`src/rtl/vcf_pkg.sv`:
```
// Shared types and constants for the vending controller.
`timescale 1ns / 1ps

package vcf_pkg;

   // Field widths of the request and response words
   localparam int unsigned ACT_W  = 3;
   localparam int unsigned CNT_W  = 10;
   localparam int unsigned PIN_W  = 17;
   localparam int unsigned MODE_W = 3;
   localparam int unsigned STAT_W = 3;

   // Default saturation limit of the stock and credit counters
   localparam int unsigned COUNT_MAX_DEFAULT = 1023;

   // Maintenance PIN after reset
   localparam logic [PIN_W-1:0] PIN_RESET = PIN_W'(54321);

   // Event codes
   localparam logic [ACT_W-1:0] ACT_INSERT   = ACT_W'(0);
   localparam logic [ACT_W-1:0] ACT_SELECT   = ACT_W'(1);
   localparam logic [ACT_W-1:0] ACT_REJECT   = ACT_W'(2);
   localparam logic [ACT_W-1:0] ACT_RESTOCK  = ACT_W'(3);
   localparam logic [ACT_W-1:0] ACT_DISPENSE = ACT_W'(4);
   localparam logic [ACT_W-1:0] ACT_PIN      = ACT_W'(5);
   localparam logic [ACT_W-1:0] ACT_EXIT     = ACT_W'(6);

   // Machine modes
   localparam logic [MODE_W-1:0] MODE_EMPTY    = MODE_W'(0);
   localparam logic [MODE_W-1:0] MODE_NOCREDIT = MODE_W'(1);
   localparam logic [MODE_W-1:0] MODE_CREDIT   = MODE_W'(2);
   localparam logic [MODE_W-1:0] MODE_DISPENSE = MODE_W'(3);
   localparam logic [MODE_W-1:0] MODE_MAINT    = MODE_W'(4);

   // Status codes
   localparam logic [STAT_W-1:0] STAT_OK        = STAT_W'(0);
   localparam logic [STAT_W-1:0] STAT_REFUSED   = STAT_W'(1);
   localparam logic [STAT_W-1:0] STAT_BADPIN    = STAT_W'(2);
   localparam logic [STAT_W-1:0] STAT_NOSTOCK   = STAT_W'(3);
   localparam logic [STAT_W-1:0] STAT_NOCREDIT  = STAT_W'(4);

   typedef struct packed {
      logic [ACT_W-1:0] action;
      logic [CNT_W-1:0] credit_added;
      logic [CNT_W-1:0] bars_selected;
      logic [CNT_W-1:0] bars_added;
      logic [PIN_W-1:0] pin_entered;
   } req_type;

   typedef struct packed {
      logic              accepted;
      logic [STAT_W-1:0] status;
      logic [MODE_W-1:0] mode_now;
      logic [CNT_W-1:0]  bars_in_stock;
      logic [CNT_W-1:0]  credit_left;
   } rsp_type;

endpackage

```
`src/rtl/vcf_step.sv`:
```
// Event decode and next-state logic for one vending event.
`timescale 1ns / 1ps

module vcf_step #(
   parameter int unsigned COUNT_MAX = vcf_pkg::COUNT_MAX_DEFAULT,
   localparam int unsigned CW = $clog2(COUNT_MAX + 1)
) (
   input  vcf_pkg::req_type                 req,
   input  logic [vcf_pkg::PIN_W-1:0]        pin,
   input  logic [vcf_pkg::MODE_W-1:0]       mode_cur,
   input  logic [CW-1:0]                    bar_cur,
   input  logic [CW-1:0]                    credit_cur,
   output logic [vcf_pkg::MODE_W-1:0]       mode_nxt,
   output logic [CW-1:0]                    bar_nxt,
   output logic [CW-1:0]                    credit_nxt,
   output vcf_pkg::rsp_type                 rsp
);
   import vcf_pkg::*;

   localparam int unsigned SW = ((CW > CNT_W) ? CW : CNT_W) + 1;
   localparam logic [SW-1:0] LIMIT = SW'(COUNT_MAX);
   localparam logic [CW-1:0] TOP   = CW'(COUNT_MAX);

   logic [SW-1:0] bar_ext, credit_ext, sel_ext;
   logic [SW-1:0] bar_sum, credit_sum;
   logic [SW-1:0] bar_out_ext, credit_out_ext;
   logic [CW-1:0] bar_sat, credit_sat;
   logic [CW-1:0] sel_cut;
   logic          bar_zero, credit_zero;
   logic          acc_nxt;
   logic [STAT_W-1:0] stat_nxt;

   // Widen operands so sums and compares never wrap
   assign bar_ext    = SW'(bar_cur);
   assign credit_ext = SW'(credit_cur);
   assign sel_ext    = SW'(req.bars_selected);
   assign sel_cut    = sel_ext[CW-1:0];
   assign bar_zero   = (bar_cur == '0);
   assign credit_zero = (credit_cur == '0);

   // Saturating adds for restock and insert money
   assign bar_sum    = bar_ext + SW'(req.bars_added);
   assign credit_sum = credit_ext + SW'(req.credit_added);
   assign bar_sat    = (bar_sum > LIMIT) ? TOP : bar_sum[CW-1:0];
   assign credit_sat = (credit_sum > LIMIT) ? TOP : credit_sum[CW-1:0];

   // Decode the event against the current mode; first match wins
   always_comb begin
      mode_nxt   = mode_cur;
      bar_nxt    = bar_cur;
      credit_nxt = credit_cur;
      acc_nxt    = 1'b1;
      stat_nxt   = STAT_OK;
      priority if (mode_cur == MODE_EMPTY && req.action == ACT_RESTOCK) begin
         bar_nxt  = bar_sat;
         mode_nxt = MODE_NOCREDIT;
      end else if ((mode_cur == MODE_EMPTY || mode_cur == MODE_NOCREDIT)
                   && req.action == ACT_PIN) begin
         if (req.pin_entered == pin) begin
            mode_nxt = MODE_MAINT;
         end else begin
            stat_nxt = STAT_BADPIN;
         end
      end else if (mode_cur == MODE_EMPTY && req.action == ACT_REJECT) begin
         credit_nxt = '0;
      end else if ((mode_cur == MODE_NOCREDIT || mode_cur == MODE_CREDIT)
                   && req.action == ACT_INSERT) begin
         credit_nxt = credit_sat;
         mode_nxt   = MODE_CREDIT;
      end else if (mode_cur == MODE_CREDIT && req.action == ACT_SELECT) begin
         // Stock is checked before credit
         if (bar_ext < sel_ext) begin
            stat_nxt = STAT_NOSTOCK;
         end else if (credit_ext < sel_ext) begin
            stat_nxt = STAT_NOCREDIT;
         end else begin
            bar_nxt    = bar_cur - sel_cut;
            credit_nxt = credit_cur - sel_cut;
            mode_nxt   = MODE_DISPENSE;
         end
      end else if (mode_cur == MODE_CREDIT && req.action == ACT_REJECT) begin
         credit_nxt = '0;
         mode_nxt   = MODE_NOCREDIT;
      end else if (mode_cur == MODE_DISPENSE && req.action == ACT_DISPENSE) begin
         if (bar_zero) begin
            mode_nxt = MODE_EMPTY;
         end else if (credit_zero) begin
            mode_nxt = MODE_NOCREDIT;
         end else begin
            mode_nxt = MODE_CREDIT;
         end
      end else if (mode_cur == MODE_MAINT && req.action == ACT_EXIT) begin
         if (!bar_zero && credit_zero) begin
            mode_nxt = MODE_NOCREDIT;
         end else if (!bar_zero) begin
            mode_nxt = MODE_CREDIT;
         end else begin
            mode_nxt = MODE_EMPTY;
         end
      end else if (mode_cur == MODE_MAINT && req.action == ACT_RESTOCK) begin
         // Restock in maintenance is taken but leaves the counts alone
         mode_nxt = mode_cur;
      end else begin
         acc_nxt  = 1'b0;
         stat_nxt = STAT_REFUSED;
      end
   end

   // Report the post-event mode and counts
   assign bar_out_ext    = SW'(bar_nxt);
   assign credit_out_ext = SW'(credit_nxt);
   assign rsp = '{accepted:      acc_nxt,
                  status:        stat_nxt,
                  mode_now:      mode_nxt,
                  bars_in_stock: bar_out_ext[CNT_W-1:0],
                  credit_left:   credit_out_ext[CNT_W-1:0]};

endmodule

```
`src/rtl/vending_controller_fsm.sv`:
```
// Top level of the vending controller: request register, event logic, response register.
`timescale 1ns / 1ps

// Vending controller taking one event word per clock, while the response channel
// does not stall, and returning one response word per event. A word accepted on
// the request channel lands in an input register; the event logic then resolves
// it against the mode, stock and credit registers, updates them, and loads the
// response register, and without backpressure the block sustains one event every
// cycle. Updating the mode and counter registers in the same cycle as the response
// register is what sets that rate. Backpressure on the response channel stalls the
// input register and then the request channel. The maintenance PIN is written on
// the CSR channel, which is always ready outside reset, and should only be written
// while no event is in flight. Counters saturate at COUNT_MAX.
module vending_controller_fsm #(
   parameter int unsigned COUNT_MAX = vcf_pkg::COUNT_MAX_DEFAULT
) (
   input  logic                        clock,
   input  logic                        reset,
   input  logic                        req_valid,
   output logic                        req_ready,
   input  vcf_pkg::req_type            req,
   output logic                        rsp_valid,
   input  logic                        rsp_ready,
   output vcf_pkg::rsp_type            rsp,
   input  logic                        csr_valid,
   output logic                        csr_ready,
   input  logic [vcf_pkg::PIN_W-1:0]   csr_data
);
   import vcf_pkg::*;

   localparam int unsigned CW = $clog2(COUNT_MAX + 1);

   req_type            req_ff;
   logic               req_valid_ff;
   rsp_type            rsp_ff, rsp_in;
   logic               rsp_valid_ff;
   logic [MODE_W-1:0]  mode_ff, mode_in;
   logic [CW-1:0]      bar_ff, bar_in;
   logic [CW-1:0]      credit_ff, credit_in;
   logic [PIN_W-1:0]   pin_ff;
   logic               advance;

   // Move the held event into the response register when it is free
   assign advance   = req_valid_ff && (!rsp_valid_ff || rsp_ready);
   assign req_ready = !reset && (!req_valid_ff || advance);
   assign csr_ready = !reset;
   assign rsp_valid = rsp_valid_ff;
   assign rsp       = rsp_ff;

   vcf_step #(
      .COUNT_MAX (COUNT_MAX)
   ) u_step (
      .req        (req_ff),
      .pin        (pin_ff),
      .mode_cur   (mode_ff),
      .bar_cur    (bar_ff),
      .credit_cur (credit_ff),
      .mode_nxt   (mode_in),
      .bar_nxt    (bar_in),
      .credit_nxt (credit_in),
      .rsp        (rsp_in)
   );

   // Hold control and machine state
   always_ff @(posedge clock) begin
      if (reset) begin
         req_valid_ff <= 1'b0;
         rsp_valid_ff <= 1'b0;
         mode_ff      <= MODE_EMPTY;
         bar_ff       <= '0;
         credit_ff    <= '0;
         pin_ff       <= PIN_RESET;
      end else begin
         if (req_ready) begin
            req_valid_ff <= req_valid;
         end
         if (advance) begin
            rsp_valid_ff <= 1'b1;
            mode_ff      <= mode_in;
            bar_ff       <= bar_in;
            credit_ff    <= credit_in;
         end else if (rsp_ready) begin
            rsp_valid_ff <= 1'b0;
         end
         if (csr_valid) begin
            pin_ff <= csr_data;
         end
      end
   end

   // Capture payload words
   always_ff @(posedge clock) begin
      if (req_valid && req_ready) begin
         req_ff <= req;
      end
      if (advance) begin
         rsp_ff <= rsp_in;
      end
   end

endmodule

```
`config.mk`:
```
export PLATFORM = sky130hd
export DESIGN_NAME = vending_controller_fsm
export DESIGN_NICKNAME = d
export VERILOG_FILES = /design/src/rtl/vcf_pkg.sv /design/src/rtl/vcf_step.sv /design/src/rtl/vending_controller_fsm.sv
export SDC_FILE = /design/constraint.sdc
export NUM_CORES = 1
export LEC_CHECK = 0
export ABC_AREA = 1
export BUFFER_PORTS_ARGS = -buffer_cell sky130_fd_sc_hd__buf_2
export CAP_MARGIN = 20
export CORE_UTILIZATION = 55
export DETAILED_ROUTE_END_ITERATION = 16
export PLACE_DENSITY = 0.76
export SYNTH_ARGS = -nofsm -noshare
export SYNTH_HDL_FRONTEND = slang
export SYNTH_SLANG_ARGS = --single-unit
```
`constraint.sdc`:
```
create_clock -name clock -period 4.4 [get_ports clock]
set_input_delay 0.44 -clock clock [delete_from_list [all_inputs] [get_ports clock]]
set_output_delay 0.44 -clock clock [all_outputs]
set_load 0.02 [all_outputs]
```
Yosys cells after proc, flatten, opt, wreduce, memory -nomap -nowiden
Cells that the tools add are included.
{ "op_classes": {"add_sub_neg": 4, "order_cmp": 4, "n_eq_ne": 11, "muxes": 46, "n_reduce_logical": 27} }
{ "op_table": {"columns": ["cell", "n"], "rows": [
  ["$mux W10", 17],
  ["$mux W3", 22],
  ["$add A10 B10 Y11", 2],
  ["$gt A11 B10 Y1 const B", 2],
  ["$logic_not A10 Y1", 2],
  ["$lt A10 B10 Y1", 2],
  ["$sub A10 B10 Y10", 2],
  ["$eq A17 B17 Y1", 1],
  ["$logic_and A1 B1 Y1", 13],
  ["$eq A3 B2 Y1 const B", 4],
  ["$eq A3 B3 Y1 const B", 4],
  ["$reduce_or A8 Y1", 1],
  ["$eq A3 B1 Y1 const B", 2],
  ["$logic_not A3 Y1", 2],
  ["$mux W2", 3],
  ["$logic_not A1 Y1", 4],
  ["$logic_or A1 B1 Y1", 4],
  ["$mux W1", 4],
  ["$reduce_bool A2 Y1", 1]
]} }
{ "word_totals": {"regBits": 119, "input_bits": 72, "out_inout_bits": 30, "wordCells": 108} }

Depth between registers and ports, before layout
{ "logic_depth": {"word_depth": 12, "ltp_mapped": 17, "depth_no_buf": 17} }

Hierarchy
A second synthesis with hierarchy kept.
{ "hier_totals": {"cells_unflattened": 910, "area_unflattened_um2": 7298.2} }
{ "by_module_without_submodules": {"columns": ["mod", "instances", "cells_each", "area_per_inst_um2", "seq_area_each_um2"], "rows": [
  ["vending_controller_fsm", 1, 315, 4027.6, 3153.0],
  ["vcf_step", 1, 595, 3270.6, 0.0]
]} }

Worst setup path before layout
Ideal clock, no wire load.
{ "synth_timing": {"path_kind": "input -> register", "startpoint": "input port reset", "endpoint": "register req_ff[0] (netlist bit), enable pin", "setup_ps": 458, "arrival_time_ps": 3521, "t_required_ps": 3942, "path_slack_ps": 421, "cell_stages": 6, "n_path_buf": 3, "path_cell_list": "clkbuf_1 > inv_1 > clkbuf_1 > clkbuf_1 > nand2_1 > nor2_1"} }
{ "synth_via": {"elab_chain_cells": 3} }
{ "synth_rtl": {"columns": ["item", "line_no", "source"], "rows": [
  ["start: declaration", "vending_controller_fsm.sv:18", "input logic reset,"],
  ["$logic_not A1 Y1", null, null],
  ["via csr_ready", "vending_controller_fsm.sv:26", "output logic csr_ready,"],
  ["$logic_and A1 B1 Y1", "vending_controller_fsm.sv:45", "assign req_ready = !reset && (!req_valid_ff || advance);"],
  ["$logic_and A1 B1 Y1", "vending_controller_fsm.sv:93", "if (req_valid && req_ready) begin"],
  ["end signal: assignment", "vending_controller_fsm.sv:94", "req_ff <= req;"],
  ["end: declaration", "vending_controller_fsm.sv:33", "req_type req_ff;"]
]} }
The timed path passes the listed nets, and every way through them passes these cells.
A chain may end at the register's enable or synchronous reset.

Final worst setup path
{ "layout_timing": {"startpoint": "register bar_ff[0]", "endpoint": "register rsp_ff (netlist bit rsp[12]), data pin"} }
{ "layout_via": {"elab_chain_cells": 8, "elab_cells_between_ends": 12, "cone_classes": "add/sub: 2; order compare: 2; mux: 8"} }
{ "layout_rtl": {"columns": ["item", "line_no", "source"], "rows": [
  ["start: declaration", "vending_controller_fsm.sv:38", "logic [CW-1:0] bar_ff, bar_in;"],
  ["start signal: assignment", "vending_controller_fsm.sv:80", "bar_ff <= bar_in;"],
  ["parallel branches: the longest is 7 deep, another holds $add A10 B10 Y11", null, null],
  ["$mux W10 *", "vcf_step.sv:54", "priority if (mode_cur == MODE_EMPTY && req.action == ACT_RESTOCK) begin"],
  ["via bar_in[2]", "vending_controller_fsm.sv:38", null],
  ["end signal: assignment", "vending_controller_fsm.sv:97", "rsp_ff <= rsp_in;"],
  ["end: declaration", "vending_controller_fsm.sv:35", "rsp_type rsp_ff, rsp_in;"]
]} }
Mark *: on every way through the listed nets, which the timed path passes.

==> summary.txt <==
Status
  • Status: completed

STA
  • Minimum clock period after layout: roughly 2400 ps
  • Clk_skew: roughly 6.5 ps
  • Fmax: about 0.41 GHz
  • Unrepaired setup endpoints after global routing: no
  • Setup Viol. Count Final: 0
  • Final Hold Vio Count: 0
  • Tcrit/Tclk final: a little over half
  • Slew headroom: between 40% and 50%
  • Setup TNS Final: 0 ps
  • Pins Over Slew Limit: 0
  • Worst-Margin Slew: 778 ps
  • Final hold slack: a little under 200 ps

Placed design
  • Cells after DPL: ~1100
  • HPWL Detailed: approximately 11 mm
  • PortBufs: 101
  • GP Congestion: 0.882

Pwr
  • P_int: 2.28 mW
  • Peak VDD IR: 0.339 mV
  • Clock network power share: between 40% and 50%
  • PnR Total Power: 3.15 mW
  • Comb pwr share: between 10% and 20%
  • LEAKAGE: just over 4 nW
  • Sequential power share: 41.6%
  • Switching part of the total: about 28%
  • NetSw: 0.868 mW
  • Power Dens Cells: 382 mW/mm2

Finish
  • Non-Filler Instances: about 1100
  • Diode count: 0
  • Fillers: ~1000
  • NumNets Final: 1076
  • Final core area utilization: around two thirds
  • Fraction of layout cells with a size suffix above 1: between 10% and 20%
  • Area growth syn-to-layout: 18.0%

Worst setup path
  • Setup slack, reg-to-reg: slightly below 2000 ps
  • CP endpoint kind: flip-flop
  • Crit path arrival time: 2590 ps
  • Reg2reg end: rsp[12]
  • CP max FO: 16
  • Critical-path cell with the highest stage delay: fa_1
  • Critical Path RT: 4570 ps
  • Crit path launch type: flip-flop
  • CP most frequent cell: inv_1
  • Path depth of the worst reg2reg path: 11
  • CP cell instances: inv_1 -> ha_1 -> fa_1 -> inv_1 -> nand3_1 -> nand3_2 -> nand2_4 -> nor2_8 -> o21ai_0 -> o211ai_1 -> nand2_1
  • Crit path largest cell delay: 420 ps
  • Reg-to-reg startpoint: bar_ff[0]
  • Setup CP Type: flip-flop to flip-flop

Synthesis
  • Post-synth EDFFs: 77
  • Async SR Flop Fraction: 0%
  • Most frequent cells after synthesis: 213 x nand2_1, 105 x inv_1, 91 x nor2_1, 77 x edfxtp_1, 68 x nand3_1
  • Sequential fraction of the synthesis area: a little under half
  • Cell taking the most area after synthesis: edfxtp_1
  • Top-count cell post-synth: nand2_1
  • Register bit total from synthesis: about 120
  • Syn_nets: 969
  • Prevailing post-synth register cell: edfxtp_1
  • Syn. warnings: 0
  • Synth area leaders: edfxtp_1 33%, dfxtp_1 12%, nand2_1 11%
  • Mapped cell area: between 0.006 and 0.007 mm2
  • Synth cell types: 38
  • Yosys top cell area share: between 30% and 40%
  • Synthesized instance count: between 800 and 900
  • Syn avg cell area: 8.17 um2

Clock tree
  • CTS Hold Bufs: 0
  • Clock Path Buffers: 2
  • Skew-Pair Late Insertion Delay: between 400 and 500 ps
  • Clock root cell: clkbuf_16
  • CTS Buf Count: 17
  • H-Tree Level Count: 4
  • # Post-CTS Setup Buffers: 0
  • Clock Sinks: between 100 and 150
  • CTS tree: done
  • Clk slew on worst S/H paths: ~60 ps
  • Cells resized by post-CTS repair: 0

Drt
  • Routed WL: 15.2 mm
  • Via density: roughly 5.1
  • DRT iter0 DRCs: 374
  • DRC viols: 0
  • ANT nets after route: 0
  • Drt pass-1 iters: 5
  • Routed via count: around 5800
  • DR WL/cell: 13.3 um

Min path
  • HP Class: input pin to flip-flop
  • Worst hold path depth: 1
  • Hold Path Sink: req_ff[37]
  • Hold_sp: req[37]

Floorplan
  • Total core area: 0.0122 mm2
  • Chip Width: 115 um
  • Rows: 40
  • Die Y: about 110 um
  • Initial core utilization: ~57%
  • Die area: 0.0131 mm2
  • Num ports: just over 100

Global route
  • Largest net degree at the start of global routing: 64
  • GRT Residual Overflow: 0
  • Initial antenna violation count: 0
  • Wire length of the first global-routing pass: between 20 and 25 mm
  • Number of global-route vias before repair: about 5500
  • Total Routing Usage GR: between 20 and 25%

Job
  • Max cap viols: 0
==> how the worst max path moves through the flow <==
| stage | start | to | slack [ps] | depth (start not counted) |
|---|---|---|---|---|
| 6_report | bar_ff[0] | rsp[12] | 1980 | 11 |
| 5_1_grt | bar_ff[0] | bar_ff[2] | 1730 | 13 |
| 4_1_cts | bar_ff[0] | bar_ff[3] | 2000 | 11 |
| 3_5_place_dp | req_ff[49] | rsp[23] | 2020 | 8 |
| 3_3_place_gp | bar_ff[0] | rsp[12] | 2050 | 11 |
| 2_1_floorplan | reset | req_ff[0] | 420 | 6 |
==> cells in the final DEF (no fill, tap or decap), types with 3 or more instances in the layout <==
| master | Yosys | routed |
|---|---|---|
| nand2_1 | 213 | 213 |
| inv_1 | 105 | 105 |
| buf_2 | 1 | 101 |
| nor2_1 | 91 | 90 |
| edfxtp_1 | 77 | 77 |
| nand3_1 | 68 | 68 |
| a21oi_1 | 47 | 47 |
| dfxtp_1 | 42 | 42 |
| ha_1 | 40 | 40 |
| o21ai_0 | 36 | 36 |
| xnor2_1 | 21 | 21 |
| clkbuf_16 | 0 | 17 |
| xor2_1 | 15 | 15 |
| nand4_1 | 13 | 13 |
| nor3_1 | 8 | 8 |
| o211ai_1 | 7 | 7 |
| nand3b_1 | 5 | 5 |
| inv_2 | 4 | 5 |
| o21bai_1 | 5 | 5 |
| nand2_2 | 5 | 5 |
| nand3_2 | 5 | 5 |
| fa_1 | 4 | 4 |
| clkinv_4 | 0 | 4 |
| a21o_1 | 3 | 3 |
| nor2_2 | 3 | 3 |
| clkbuf_8 | 0 | 3 |
==> layer usage <==
layer | vias up | share of wire [%] | GRT usage (%)
met2 | 159 | 46 | 40.4
met5 | - | 0 | 0
li1 | 3043 | - | -
met4 | 0 | 1.9 | 10.2
met3 | 23 | 5.3 | 5.93
met1 | 2599 | 47 | 31.8
==> state kept, by name, summed over array words and instances (netlist names) <==
signal,cells
req_ff,50
rsp,27
pin_ff,17
bar_ff,10
credit_ff,10
mode_ff,3
req_valid_ff,1
rsp_valid,1
==> power groups by stage <==
stage                     Combinational [mW]  Sequential, mW  Clock [mW]
after detailed placement               0.480            1.33           0
after global routing                   0.554            1.31        1.41
final                                  0.489            1.31        1.35
after CTS                              0.486            1.31        1.36
after floorplan                        0.339            1.34           0
after global placement                 0.475            1.33           0
==> through the flow <==
stage / instance area (um2) / setup slack [ps]
2_1_floorplan: 6970 / 421
3_3_place_gp: 7620 / 2050
3_5_place_dp: 7620 / 2020
4_1_cts: 8210 / 2000
5_1_grt: 8230 / 1730
6_report: 8230 / 1980
==> worst max-delay path: cells and delay by family (launching register included) <==
kind	cells	cell delay [ps]
AND/OR/NAND/NOR	5	620
adder cells (fa/ha/maj)	2	640
AO/OA/AOI/OAI	2	260
flip-flops	1	400
buffers and inverters	2	230
==> kinds of logic (layout without fill, tap and decap cells) <==
| family | after synthesis | after routing | share of synthesized area [%] |
|---|---|---|---|
| DFF | 119 | 119 | 45.2 |
| AOI/OAI and AO/OA | 109 | 109 | 8.81 |
| buffers and inverters | 128 | 248 | 7.28 |
| adders and majority gates | 44 | 44 | 8.33 |
| xor gates and xnor gates | 36 | 36 | 4.52 |
| and+or+nand+nor | 417 | 417 | 25.8 |
==> cell type report <==
class | instances | area (um2) | share of cell area (%)
multi-input combinational | 606 | 3320 | 40.3
sequential | 119 | 3150 | 38.3
clock buffer | 20 | 467 | 5.67
inverter | 112 | 420 | 5.11
tap | 168 | 210 | 2.56
timing repair buffer | 104 | 541 | 6.57
clock inverter | 12 | 116 | 1.41
No activity file was read; power rests on OpenSTA's default activity.
